## config.mk

```make
export PLATFORM = sky130hd
export DESIGN_NAME = pcit_ram
export DESIGN_NICKNAME = d
export VERILOG_FILES = /design/src/sv/pcit_ram.sv
export SDC_FILE = /design/constraint.sdc
export NUM_CORES = 1
export LEC_CHECK = 0
export ABC_CLOCK_PERIOD_IN_PS = 1900
export BUFFER_PORTS_ARGS = -buffer_cell sky130_fd_sc_hd__buf_2
export CORE_MARGIN = 3
export CORE_UTILIZATION = 30
export DETAILED_ROUTE_END_ITERATION = 16
export GPL_ROUTABILITY_DRIVEN = 0
export REMOVE_ABC_BUFFERS = 1
export SLEW_MARGIN = 20
export SYNTH_ARGS = -nofsm -noshare
export SYNTH_HDL_FRONTEND = slang
export SYNTH_SLANG_ARGS = --single-unit
```

## constraint.sdc

```tcl
create_clock -name clk_i -period 1.9 [get_ports clk_i]
set_clock_uncertainty 0.2 [all_clocks]
set_input_delay 0 -clock clk_i [delete_from_list [all_inputs] [get_ports clk_i]]
set_output_delay 0 -clock clk_i [all_outputs]
set_load 0.01 [all_outputs]
```

## src/sv/pcit_ram.sv

```systemverilog
// generic single-write, single-read ram with registered read data
// depends on nothing
`default_nettype none

module pcit_ram #(
  parameter int unsigned WIDTH = 8,
  parameter int unsigned DEPTH = 16
) (
  input  wire logic                     clk_i,
  input  wire logic                     we_i,
  input  wire logic [$clog2(DEPTH)-1:0] waddr_i,
  input  wire logic [WIDTH-1:0]         wdata_i,
  input  wire logic [$clog2(DEPTH)-1:0] raddr_i,
  output logic      [WIDTH-1:0]         rdata_o
);

  logic [WIDTH-1:0] mem_q [DEPTH];

  always_ff @(posedge clk_i) begin
    if (we_i) begin
      mem_q[waddr_i] <= wdata_i;
    end
    rdata_o <= mem_q[raddr_i];
  end

endmodule

`default_nettype wire

```

-- Word level (Yosys, flattened, before mapping)
Memory sizes are Yosys's and may differ from the RTL's. A register that Yosys moved wholly into a read port is not among the register bits.
Cells that the tools add are included.
- multiplexer cells: 2
- operators by type and width (operator ; count):
    $mux W1 ; 2
- flip-flop bits (word level): 0
- RAM bits: 128
- bits of input ports: 18
- output and inout port bits: 8
- logic and storage cells: 3
- memories kept: 1
- memories (name ; depth ; width ; rd ports ; clocked after memory_dff ; wr ports ; RTL line ; text):
    mem_q ; 16 ; 8 ; 1 ; 1 ; 1 ; 17 ; logic [WIDTH-1:0] mem_q [DEPTH];

-- Logic depth before layout (Yosys ltp)
- depth after elaboration: 2
- mapped depth: 5
- depth with buffers taken out: 3

-- Worst setup path after synthesis
Ideal clock, no wire load.
- path kind: input-to-reg
- start point: in waddr_i[2]
- end point: mem mem_q[0][0], enable pin
- library setup time: 0.383 ns
- arrival time: 1.110 ns
- data required time: 1.317 ns
- setup slack: 0.207 ns
- cell stages on the path: 2
- buffers on the path: 0
- cell sequence: or3b_2 -> nor3_1
- RTL lines (what ; RTL line ; text):
    start, declared ; 11 ; input wire logic [$clog2(DEPTH)-1:0] waddr_i,
    end, declared ; 17 ;
No word-level cell before the write port.

==> flow_summary_export.csv <==
group,metric,value,unit
status,status,"completed",
sta,finalSetupTns,0,ns
grt,grt_usage,0.124,
placed_design,post-dp-hpwl,6700,um
clock_tree,clk-insertion-delay-late,0.41,ns
drt,drc,0,
logic_synthesis,avgSynthCellArea,22.5,um2
floorplan,start_util,0.308,
final_layout,regArea,4000,um2
sta,worst_pin_slew,0.451,ns
pwr,peakVddDrop,0.659,mV
floorplan,die_h,137,um
final_layout,fillers,1511,
sta,finalCriticalPeriod,1.74,ns
worst_setup_path,crit_chain,"dlygate4sd3_1, buf_2, nor2_1, dlygate4sd3_1, buf_4, a22oi_1, nand2_1",
drt,first_pass_iters,4,
clock_tree,clockBufferDepth,2,
clock_tree,root_buffer,"clkbuf_16",
logic_synthesis,ys_seq_elements,136,
placed_design,numPortBuffers,25,
pwr,power,6.81,mW
sta,fmax,575,MHz
drt,via_per_inst,4.65,
floorplan,rows,47,
clock_tree,clock-sinks,136,
sta,rsz0062_at_grt,"false",
drt,wirelength,10600,um
logic_synthesis,ys_warn_count,0,
worst_setup_path,crit_fanout,8,
grt,antenna_found_initial,0,
worst_setup_path,cpPeakStageDelay,0.55,ns
pwr,p_leak,2.18,nW
drt,route.vias.total,2486,
final_layout,drive_gt1_frac,0.308,
logic_synthesis,post-synth-top-area-cell,"edfxtp_1",
worst_setup_path,crit_slowest_cell,"dlygate4sd3_1",
run,maxCapViolations,0,
logic_synthesis,synth_cells,229,
grt,gr-total-overflow,0,
clock_tree,cts_buffers,17,
pwr,p_sw,1.32,mW
logic_synthesis,synthTopCellsByCount,"128 x edfxtp_1, 18 x mux4_2, 16 x a22oi_1, 14 x mux4_1, 13 x nor2_1",
hold_path,hold_path.class,"primary input to flop",
drt,routedWlPerCell,19.8,um
pwr,combPwrFrac,0.051,
floorplan,core,16700,um2
floorplan,die-width,137,um
sta,drv_slew,0,
pwr,internal_power,5.50,mW
logic_synthesis,synth_top_area_frac,0.747,
sta,fin_crit_sh,0.916,
worst_setup_path,path_buf_inv,4,
pwr,seqPwrFrac,0.496,
worst_setup_path,arrival,1.82,ns
logic_synthesis,synth.lib_cells_used.distinct,19,
worst_setup_path,critPathKind,"primary input to flop",
pwr,swShare,0.193,
clock_tree,htree_levels,4,
pwr,powerDensity,1070,nW/um2
logic_synthesis,synth_most_common_cell,"edfxtp_1",
grt,grt_pass1_vias,2611,
floorplan,die_area,18800,um2
drt,ant_nets,0,
sta,slew_headroom,0.700,
clock_tree,cts_tree,"built",
sta,finalSetupViolCount,0,
final_layout,area_growth,23.9,%
logic_synthesis,syn_area,5150,um2
worst_setup_path,start_kind,"primary input",
logic_synthesis,synth_edf_count,128,
grt,grt_pass1_wl,16200,um
worst_setup_path,cp_top_family,"buffers and inverters",
logic_synthesis,yosysSeqAreaShare,0.778,
logic_synthesis,async_reset_ff_frac,0,
logic_synthesis,synth_area_leaders,"edfxtp_1 75%, mux4_2 7.9%, mux4_1 7.1%",
clock_tree,cts_hold_buffers,14,
worst_setup_path,end_kind,"flop",
sta,hold_violations,0,
clock_tree,cts_setup_buffers,0,
final_layout,nets,320,
final_layout,multi_input_area,1060,um2
worst_setup_path,critPathRequiredTime,1.98,ns
final_layout,insertedDiodeCount,0,
clock_tree,ctsResizeCount,0,
floorplan,ios,26,
drt,first_iter_violations,285,
worst_setup_path,cpMostUsedCell,"dlygate4sd3_1",
pwr,power_frac_clock,0.453,
clock_tree,clk_pin_slew,0.05,ns
logic_synthesis,synth-main-ff-cell,"edfxtp_1",
grt,grt_max_degree,25,
cell families after synthesis:
| family | share of synthesized area |
|---|---|
| AND/OR/NAND/NOR | 0.0318 |
| multiplexers | 0.150 |
| flip-flops | 0.778 |
| buffers and inverters | 0.0168 |
| AO/OA/AOI/OAI | 0.0233 |
flip-flops by register name (all words and copies together), names as in the netlist:
| name | count |
|---|---|
| rdata_o | 8 |
| mem_q | 128 |
per-layer routing:
metal  up-vias  share of wire  track usage
li1       1120              -            -
met1      1279           0.47        0.178
met2        83           0.46        0.175
met3         4          0.065       0.0482
met4         0         0.0048       0.0333
met5         -              0            0
worst min-delay path: stages:
cell and delay, ns:
buf_2 0.10, or3b_2 0.15, nor2_1 0.05, buf_4 0.19
metrics by stage:
| step | utilization | instance area [um2] | hold slack [ns] | cells | setup slack [ns] |
|---|---|---|---|---|---|
| 2_1_floorplan | - | 5060 | -0.101 | 219 | 0.207 |
| 4_1_cts | 0.382 | 6380 | 0.0490 | 535 | 0.181 |
| 6_report | 0.382 | 6380 | 0.0668 | 535 | 0.160 |
| 5_1_grt | 0.382 | 6380 | 0.0796 | 535 | 0.0910 |
| 3_3_place_gp | 0.340 | 5670 | 0.174 | 489 | 0.182 |
| 3_5_place_dp | 0.340 | 5670 | 0.191 | 489 | 0.195 |
power by group through the flow:
stage               clock [mW]  sequential, mW  combinational (mW)
floorplan                    0            3.44               0.134
CTS                       3.14            3.38               0.354
global placement             0            3.44               0.325
finish                    3.09            3.38               0.346
global route              3.31            3.38               0.380
detailed placement           0            3.44               0.332
final cells by class:
| cell class | count | area share |
|---|---|---|
| flip-flops and latches | 136 | 0.628 |
| clock inverters | 10 | 0.0159 |
| clock buffers | 22 | 0.0728 |
| repair buffers | 64 | 0.0749 |
| well taps | 220 | 0.0431 |
| multi-input cells | 83 | 0.166 |
layout by cell type (no fill, tap or decap), types with 8 or more instances in the layout:
| cell | synthesis | final |
|---|---|---|
| mux4_1 | 14 | 14 |
| dfxtp_1 | 8 | 8 |
| buf_4 | 1 | 23 |
| mux4_2 | 18 | 18 |
| edfxtp_1 | 128 | 128 |
| nand2_1 | 9 | 9 |
| a22oi_1 | 16 | 16 |
| clkbuf_16 | 0 | 17 |
| buf_2 | 3 | 25 |
| dlygate4sd3_1 | 0 | 14 |
| nor2_1 | 13 | 13 |
worst paths after layout:
| kind | start | slack [ns] | depth (start not counted) | endpoint |
|---|---|---|---|---|
| worst min register to register | mem_q[14][0] | 0.47 | 3 | rdata_o[0] |
| worst max-delay path | raddr_i[2] | 0.16 | 7 | rdata_o[7] |
| worst min-delay path | waddr_i[3] | 0.07 | 4 | mem_q[1][1] |
| worst max register to register | mem_q[10][6] | 0.32 | 3 | rdata_o[6] |
Note: power is estimated with default switching activity, not from simulation.
